$ cat config.mk
export PLATFORM = sky130hd
export DESIGN_NAME = wlo_sqrt
export DESIGN_NICKNAME = d
export VERILOG_FILES = /design/src/wlo_pkg.sv /design/src/wlo_sqrt.sv
export SDC_FILE = /design/constraint.sdc
export NUM_CORES = 2
export LEC_CHECK = 0
export ABC_AREA = 1
export BUFFER_PORTS_ARGS = -buffer_cell sky130_fd_sc_hd__buf_2
export CAP_MARGIN = 20
export CORE_ASPECT_RATIO = 1.2
export CORE_MARGIN = 2
export CORE_UTILIZATION = 30
export DETAILED_ROUTE_END_ITERATION = 8
export GPL_ROUTABILITY_DRIVEN = 1
export MAX_ROUTING_LAYER = met4
export PLACE_DENSITY = 0.42
export SETUP_SLACK_MARGIN = 0.02
export SKIP_LAST_GASP = 1
export SYNTH_ARGS = -nofsm -noshare
export SYNTH_HDL_FRONTEND = slang
export SYNTH_SLANG_ARGS = --single-unit
$ cat constraint.sdc
create_clock -name clk_i -period 2.9 [get_ports clk_i]
set_input_delay 0.58 -clock clk_i [delete_from_list [all_inputs] [get_ports clk_i]]
set_output_delay 0.58 -clock clk_i [all_outputs]
set_load 0.005 [all_outputs]
$ cat src/wlo_pkg.sv
// shared constants, operator codes and stage-to-stage types of the 3x3 window operator
package wlo_pkg;

  // field widths
  localparam int SampleW = 12;
  localparam int ValueW  = 32;
  localparam int NumTaps = 9;

  // square root unit: radicand and root widths
  localparam int RadW  = 52;
  localparam int RootW = RadW / 2;

  // operator codes, in register order
  typedef enum logic [4:0] {
    OP_AVERAGE    = 5'd0,
    OP_VARIANCE   = 5'd1,
    OP_DEVIATION  = 5'd2,
    OP_F          = 5'd3,
    OP_FX         = 5'd4,
    OP_FY         = 5'd5,
    OP_FXX        = 5'd6,
    OP_FXY        = 5'd7,
    OP_FYY        = 5'd8,
    OP_FXXY       = 5'd9,
    OP_FXYY       = 5'd10,
    OP_FXXYY      = 5'd11,
    OP_GRADIENT   = 5'd12,
    OP_LAPLACIAN  = 5'd13,
    OP_ORTHICITY  = 5'd14,
    OP_ELONGATION = 5'd15,
    OP_LINF       = 5'd16,
    OP_LINFX      = 5'd17,
    OP_LINFY      = 5'd18,
    OP_LINVAR     = 5'd19,
    OP_LINDEV     = 5'd20
  } op_e;

  // live configuration seen by the datapath
  typedef struct packed {
    op_e  op;
    logic smooth;
    logic square;
  } cfg_t;

  // request into the square root pipeline
  typedef struct packed {
    logic              need_sqrt;
    logic [RadW-1:0]   rad;
    logic [ValueW-1:0] res;
  } sqrt_req_t;

endpackage

$ cat src/wlo_sqrt.sv
// pipelined floor square root, one root bit per stage, with a bypass result alongside
module wlo_sqrt (
  input  logic                        clk_i,
  input  logic                        rst_ni,
  input  logic                        en_i,
  input  logic                        in_valid_i,
  input  wlo_pkg::sqrt_req_t          req_i,
  output logic                        out_valid_o,
  output logic [wlo_pkg::ValueW-1:0]  out_value_o
);
  import wlo_pkg::*;

  logic              vld_q  [RootW];
  logic              need_q [RootW];
  logic [RadW-1:0]   rem_q  [RootW];
  logic [RootW-1:0]  root_q [RootW];
  logic [ValueW-1:0] res_q  [RootW];

  for (genvar i = 0; i < RootW; i++) begin : g_step
    localparam int Bit = RootW - 1 - i;

    logic              vld_in, need_in, fits;
    logic [RadW-1:0]   rem_in;
    logic [RootW-1:0]  root_in;
    logic [ValueW-1:0] res_in;
    logic [RadW:0]     trial;

    if (i == 0) begin : g_first
      assign vld_in  = in_valid_i;
      assign need_in = req_i.need_sqrt;
      assign rem_in  = req_i.rad;
      assign root_in = '0;
      assign res_in  = req_i.res;
    end else begin : g_next
      assign vld_in  = vld_q[i-1];
      assign need_in = need_q[i-1];
      assign rem_in  = rem_q[i-1];
      assign root_in = root_q[i-1];
      assign res_in  = res_q[i-1];
    end

    // (root + 2^bit)^2 - root^2 against the remainder
    assign trial = ((RadW + 1)'(root_in) << (Bit + 1)) + ((RadW + 1)'(1) << (2 * Bit));
    assign fits  = {1'b0, rem_in} >= trial;

    always_ff @(posedge clk_i or negedge rst_ni) begin
      if (!rst_ni) begin
        vld_q[i] <= 1'b0;
      end else if (en_i) begin
        vld_q[i] <= vld_in;
      end
    end

    always_ff @(posedge clk_i) begin
      if (en_i) begin
        rem_q[i]  <= fits ? (rem_in - trial[RadW-1:0]) : rem_in;
        root_q[i] <= fits ? (root_in | (RootW'(1) << Bit)) : root_in;
        need_q[i] <= need_in;
        res_q[i]  <= res_in;
      end
    end
  end

  // output register: root or bypassed result
  logic              out_vld_q;
  logic [ValueW-1:0] out_value_q;

  always_ff @(posedge clk_i or negedge rst_ni) begin
    if (!rst_ni) begin
      out_vld_q <= 1'b0;
    end else if (en_i) begin
      out_vld_q <= vld_q[RootW-1];
    end
  end

  always_ff @(posedge clk_i) begin
    if (en_i) begin
      out_value_q <= need_q[RootW-1] ? ValueW'(root_q[RootW-1]) : res_q[RootW-1];
    end
  end

  assign out_valid_o = out_vld_q;
  assign out_value_o = out_value_q;

endmodule

==> impl_summary.txt <==
----------------------------------------------------
[Layout]
  Share of final-layout standard cells stronger than drive strength 1 ... 0.1114
  Final Net Count ... 13.40k
  Area growth from synthesis to final layout ... 18.29%
  Most common library cell in the layout ignoring fill and taps ... nand2_1
  Final cell count without fillers ... 18.58k
  Post-layout instance area ... 144400 sq um
  Most frequent cells in the layout ... 3379 x nand2_1, 2541 x edfxtp_1, 1767 x inv_1, 1208 x nor2_1, 583 x nand3_1

[Detailed routing]
  DRT Pass-1 Iters ... 5
  Metal2 WL ... 216800 um
  Post-DRT Antenna Nets ... 0
  Detail-routed net length per standard cell ... 21.14 um
  Met3 layer wire length in the routed design ... 10820 um
  Total via count in the routed design ... 84.01k
  Drt first-iter violations ... 5092
  Via density ... 4.522
  Detailed-routing wirelength on met1 ... 145700 um
  Post-route DRC violation count ... 0
  Final wirelength ... 392700 um
  Max layer used ... met4

[Yosys]
  #FFs+latches synth ... 2568
  Simple-gate share of the synthesized area ... 0.2014
  Syn_nets ... 12.41k
  Share of the synthesized area in compound gates (AO/OA/AOI/OAI) ... 0.04196
  Area share of fa/ha/maj cells after synthesis ... 0.03823
  Sequential area share after synthesis ... 0.6306
  Post-synthesis share of cell area spent on xor and xnor gates ... 0.02353
  Synthesized netlist cell count ... 11.95k
  Mean post-synth cell area ... 10.22 sq um
  Synthesized cell area ... 122100 sq um
  Netlist cell types ... 60
  Fraction of synthesized area in multiplexers ... 0.002675
  Number of warnings printed during yosys synthesis ... 0
  Largest family of logic cells by synthesized area ... simple AND/OR/NAND/NOR gates

[Setup path]
  Critical path destination ... rem_q[1][135]
  CP startpoint kind ... flop
  Count of cells along the worst register-to-register path ... 12
  Top delay family on crit path ... simple AND/OR/NAND/NOR gates
  Reg-to-reg endpoint ... rem_q[1][135]
  CP max FO ... 4
  Startpoint of the worst register-to-register path ... root_q[2][39]
  Crit-path most repeated cell ... nand2_1
  Launching instance or port of the critical path ... root_q[2][39]
  Delay of the slowest cell on the worst path ... 0.46 ns
  Reg2Reg Setup Slack ... 0.1 ns
  Critical path capture point type ... flop
  Number of gates on the worst path with buffers counted ... 12
  Critical path's slowest cell ... edfxtp_1
  Sequence of cells on the critical path ... inv_1, ha_1, nand2_1, nor2_1, nand3_1, nand3_1, nand2_1, nand2_1, buf_4, xnor2_1, o21ai_0, buf_4
  Data required time of the worst path ... 3.59 ns
  Data arrival time of the critical path ... 3.49 ns
  CP Buf/Inv Count ... 3
  Critical setup path kind ... flop to flop

[Floorplanning]
  Number of cell rows ... 256
  Core outline area ... 405200 sq um
  Floorplan die area ... 412100 sq um
  Die boundary width ... 586.3 um
  Number of ports placed on the die boundary ... 122
  Chip Height ... 702.8 um
  Initial core utilization ... 0.3013

[STA]
  Number of slew-limit violations in the final report ... 0
  Maximum clock frequency ... 356.5 MHz
  Post-route fraction of the period consumed by the critical path ... 0.9672
  Period minus WS final ... 2.805 ns
  Worst-Margin Slew ... 0.8455 ns
  Number of endpoints failing setup at the final stage ... 0
  Final count of hold timing violations ... 0
  Largest clock skew in the final design ... 0.05216 ns
  Unrepaired setup endpoints after global routing ... false
  Relative max-transition margin ... 0.4363

[Outcome]
  Run status ... complete, no violations

[Global route]
  Global-route wire length before repair ... 572700 um
  Gr ovfl total ... 0
  Pin count of the biggest net entering global routing ... 121
  Antenna violations before repair ... 4
  Vias in the first global route ... 86.07k
  Total track usage ... 0.1944

[Placement]
  Placed Cells incl. Taps ... 17.96k
  Post-place instance area ... 133800 sq um
  Port buffer count ... 121
  Placer Congestion ... 0.9242
  Detailed placer's ending HPWL ... 317900 um

[Clock network]
  TritonCTS sink count ... 2568
  TritonCTS clock tree ... built
  Clk Latency, worst-skew pair ... 0.94 ns
  Clock Pin Slew Worst Setup and Hold Paths ... 0.06 ns
  Clock tree root buffer cell ... clkbuf_16
  Max H-tree Level ... 5
  Number of clock buffers inserted by TritonCTS ... 295
  Maximum root-to-sink buffer count ... 4

[Power]
  Worst supply voltage drop on vdd ... 498.4 uV
  Power density over the cells ... 747.4 nW/um^2
  Overall Power ... 107.9 mW
  Leakage power ... 59.39 nW

[Flow run]
  Max-cap violations ... 0

[Worst hold path]
  Classification of the worst-slack hold path ... primary input to flop

----------------------------------------------------
## flip-flops by register name, summed over array words and instances, names as in the netlist
name / flops
g_step.vld_in: 25
need_q: 26
out_valid_o: 1
out_value_o: 32
rem_q: 1300
res_q: 832
root_q: 351
vld_q: 1
## kinds of logic (layout without fill, tap and decap cells)
kind of cell | after synthesis | in the layout
AO/OA/AOI/OAI | 888 | 888
XOR/XNOR | 328 | 328
adder cells (fa/ha/maj) | 373 | 373
buffers and inverters | 1899 | 3110
flip-flops | 2568 | 2568
multiplexers | 29 | 29
other | 0 | 3
AND/OR/NAND/NOR | 5860 | 5860
## timing repair
item                                    CTS  global route
setup buffers                             3             5
endpoints found under the hold margin   114             0
endpoints found under the setup margin   13            50
hold buffers                             88             0
gates resized for setup                  12            19
## power breakdown
group / total [mW] / internal (mW) / leakage (nW) / switching, mW
combinational: 21.8 / 7.32 / 29.9 / 14.5
clock: 37.3 / 21.8 / 4.62 / 15.5
sequential: 48.8 / 45.6 / 24.9 / 3.25
total: 108 / 74.7 / 59.4 / 33.2
## metal layers
| layer | global-route usage | vias up |
|---|---|---|
| li1 | - | 41760 |
| met1 | 0.1998 | 40090 |
| met5 | - | - |
| met4 | 0.08276 | 0 |
| met3 | 0.01884 | 600 |
| met2 | 0.3719 | 1555 |
## synth_stat cells, drive strengths merged
master | count | area (sq um)
nand2 | 3437 | 13060
edfxtp | 2541 | 76300
inv | 1802 | 6777
nor2 | 1262 | 4927
nand3 | 597 | 3085
a21oi | 466 | 2610
ha | 373 | 4667
o21ai | 349 | 1916
nand4 | 211 | 1320
xnor2 | 168 | 1471
xor2 | 160 | 1401
nor3 | 142 | 763.2
buf | 86 | 708.2
nor4 | 85 | 531.8
nand3b | 77 | 578.1
mux2 | 29 | 326.6
dfrtp | 27 | 675.7
or2 | 23 | 143.9
o21bai | 20 | 168.9
a21o | 14 | 105.1
a21boi | 13 | 97.59
nor3b | 10 | 75.07
o211ai | 10 | 75.07
and2 | 9 | 56.30
clkbuf | 9 | 36.29
a211oi | 5 | 55.05
o21a | 5 | 37.54
and3 | 4 | 25.02
a22oi | 3 | 22.52
a31oi | 2 | 27.53
clkinv | 2 | 7.510
nor2b | 2 | 12.51
nand2b | 1 | 6.260
o31ai | 1 | 7.510
## worst reg2reg max path, delay by kind of cell (launching register included)
kind	cells	cell delay, ns
buffers and inverters	3	0.36
flip-flops	1	0.46
adder cells (fa/ha/maj)	1	0.35
XOR/XNOR	1	0.10
AND/OR/NAND/NOR	6	1.21
AO/OA/AOI/OAI	1	0.10
## area by class of cell
type                    count  area (sq um)
fillers                 40740        260800
clock inverters           163          1808
multi-input cells        7478         37670
repair buffers            788          6636
flip-flops and latches   2568         76980
well taps                5418          6779
inverters                1804          6784
clock buffers             355          7745
diodes                      3         7.507
## metrics by stage
step                        util  hold slack, ns  TNS (ns)  setup WS (ns)
after CTS                 0.3561         0.02242  -0.08082       -0.08082
after global routing      0.3564         0.06537         0        0.01418
after detailed placement  0.3303          0.4045    -1.306        -0.3151
final                     0.3564          0.1126         0        0.09504
after global placement    0.3303          0.4003    -6.038        -0.3861
after floorplan                -          0.2844         0         0.7790
## how the worst min path moves through the flow
stage,from,end,slack (ns),cells after the start
finish,en_i,res_q[0][67],0.11,1
global route,en_i,res_q[0][67],0.07,1
CTS,en_i,res_q[0][67],0.02,1
detailed placement,need_q[0][9],need_q[0][10],0.40,0
global placement,res_q[1][53],res_q[1][85],0.40,0
floorplan,rst_ni,g_step[10].vld_in,0.28,0
(Power assumes the default switching activity.)
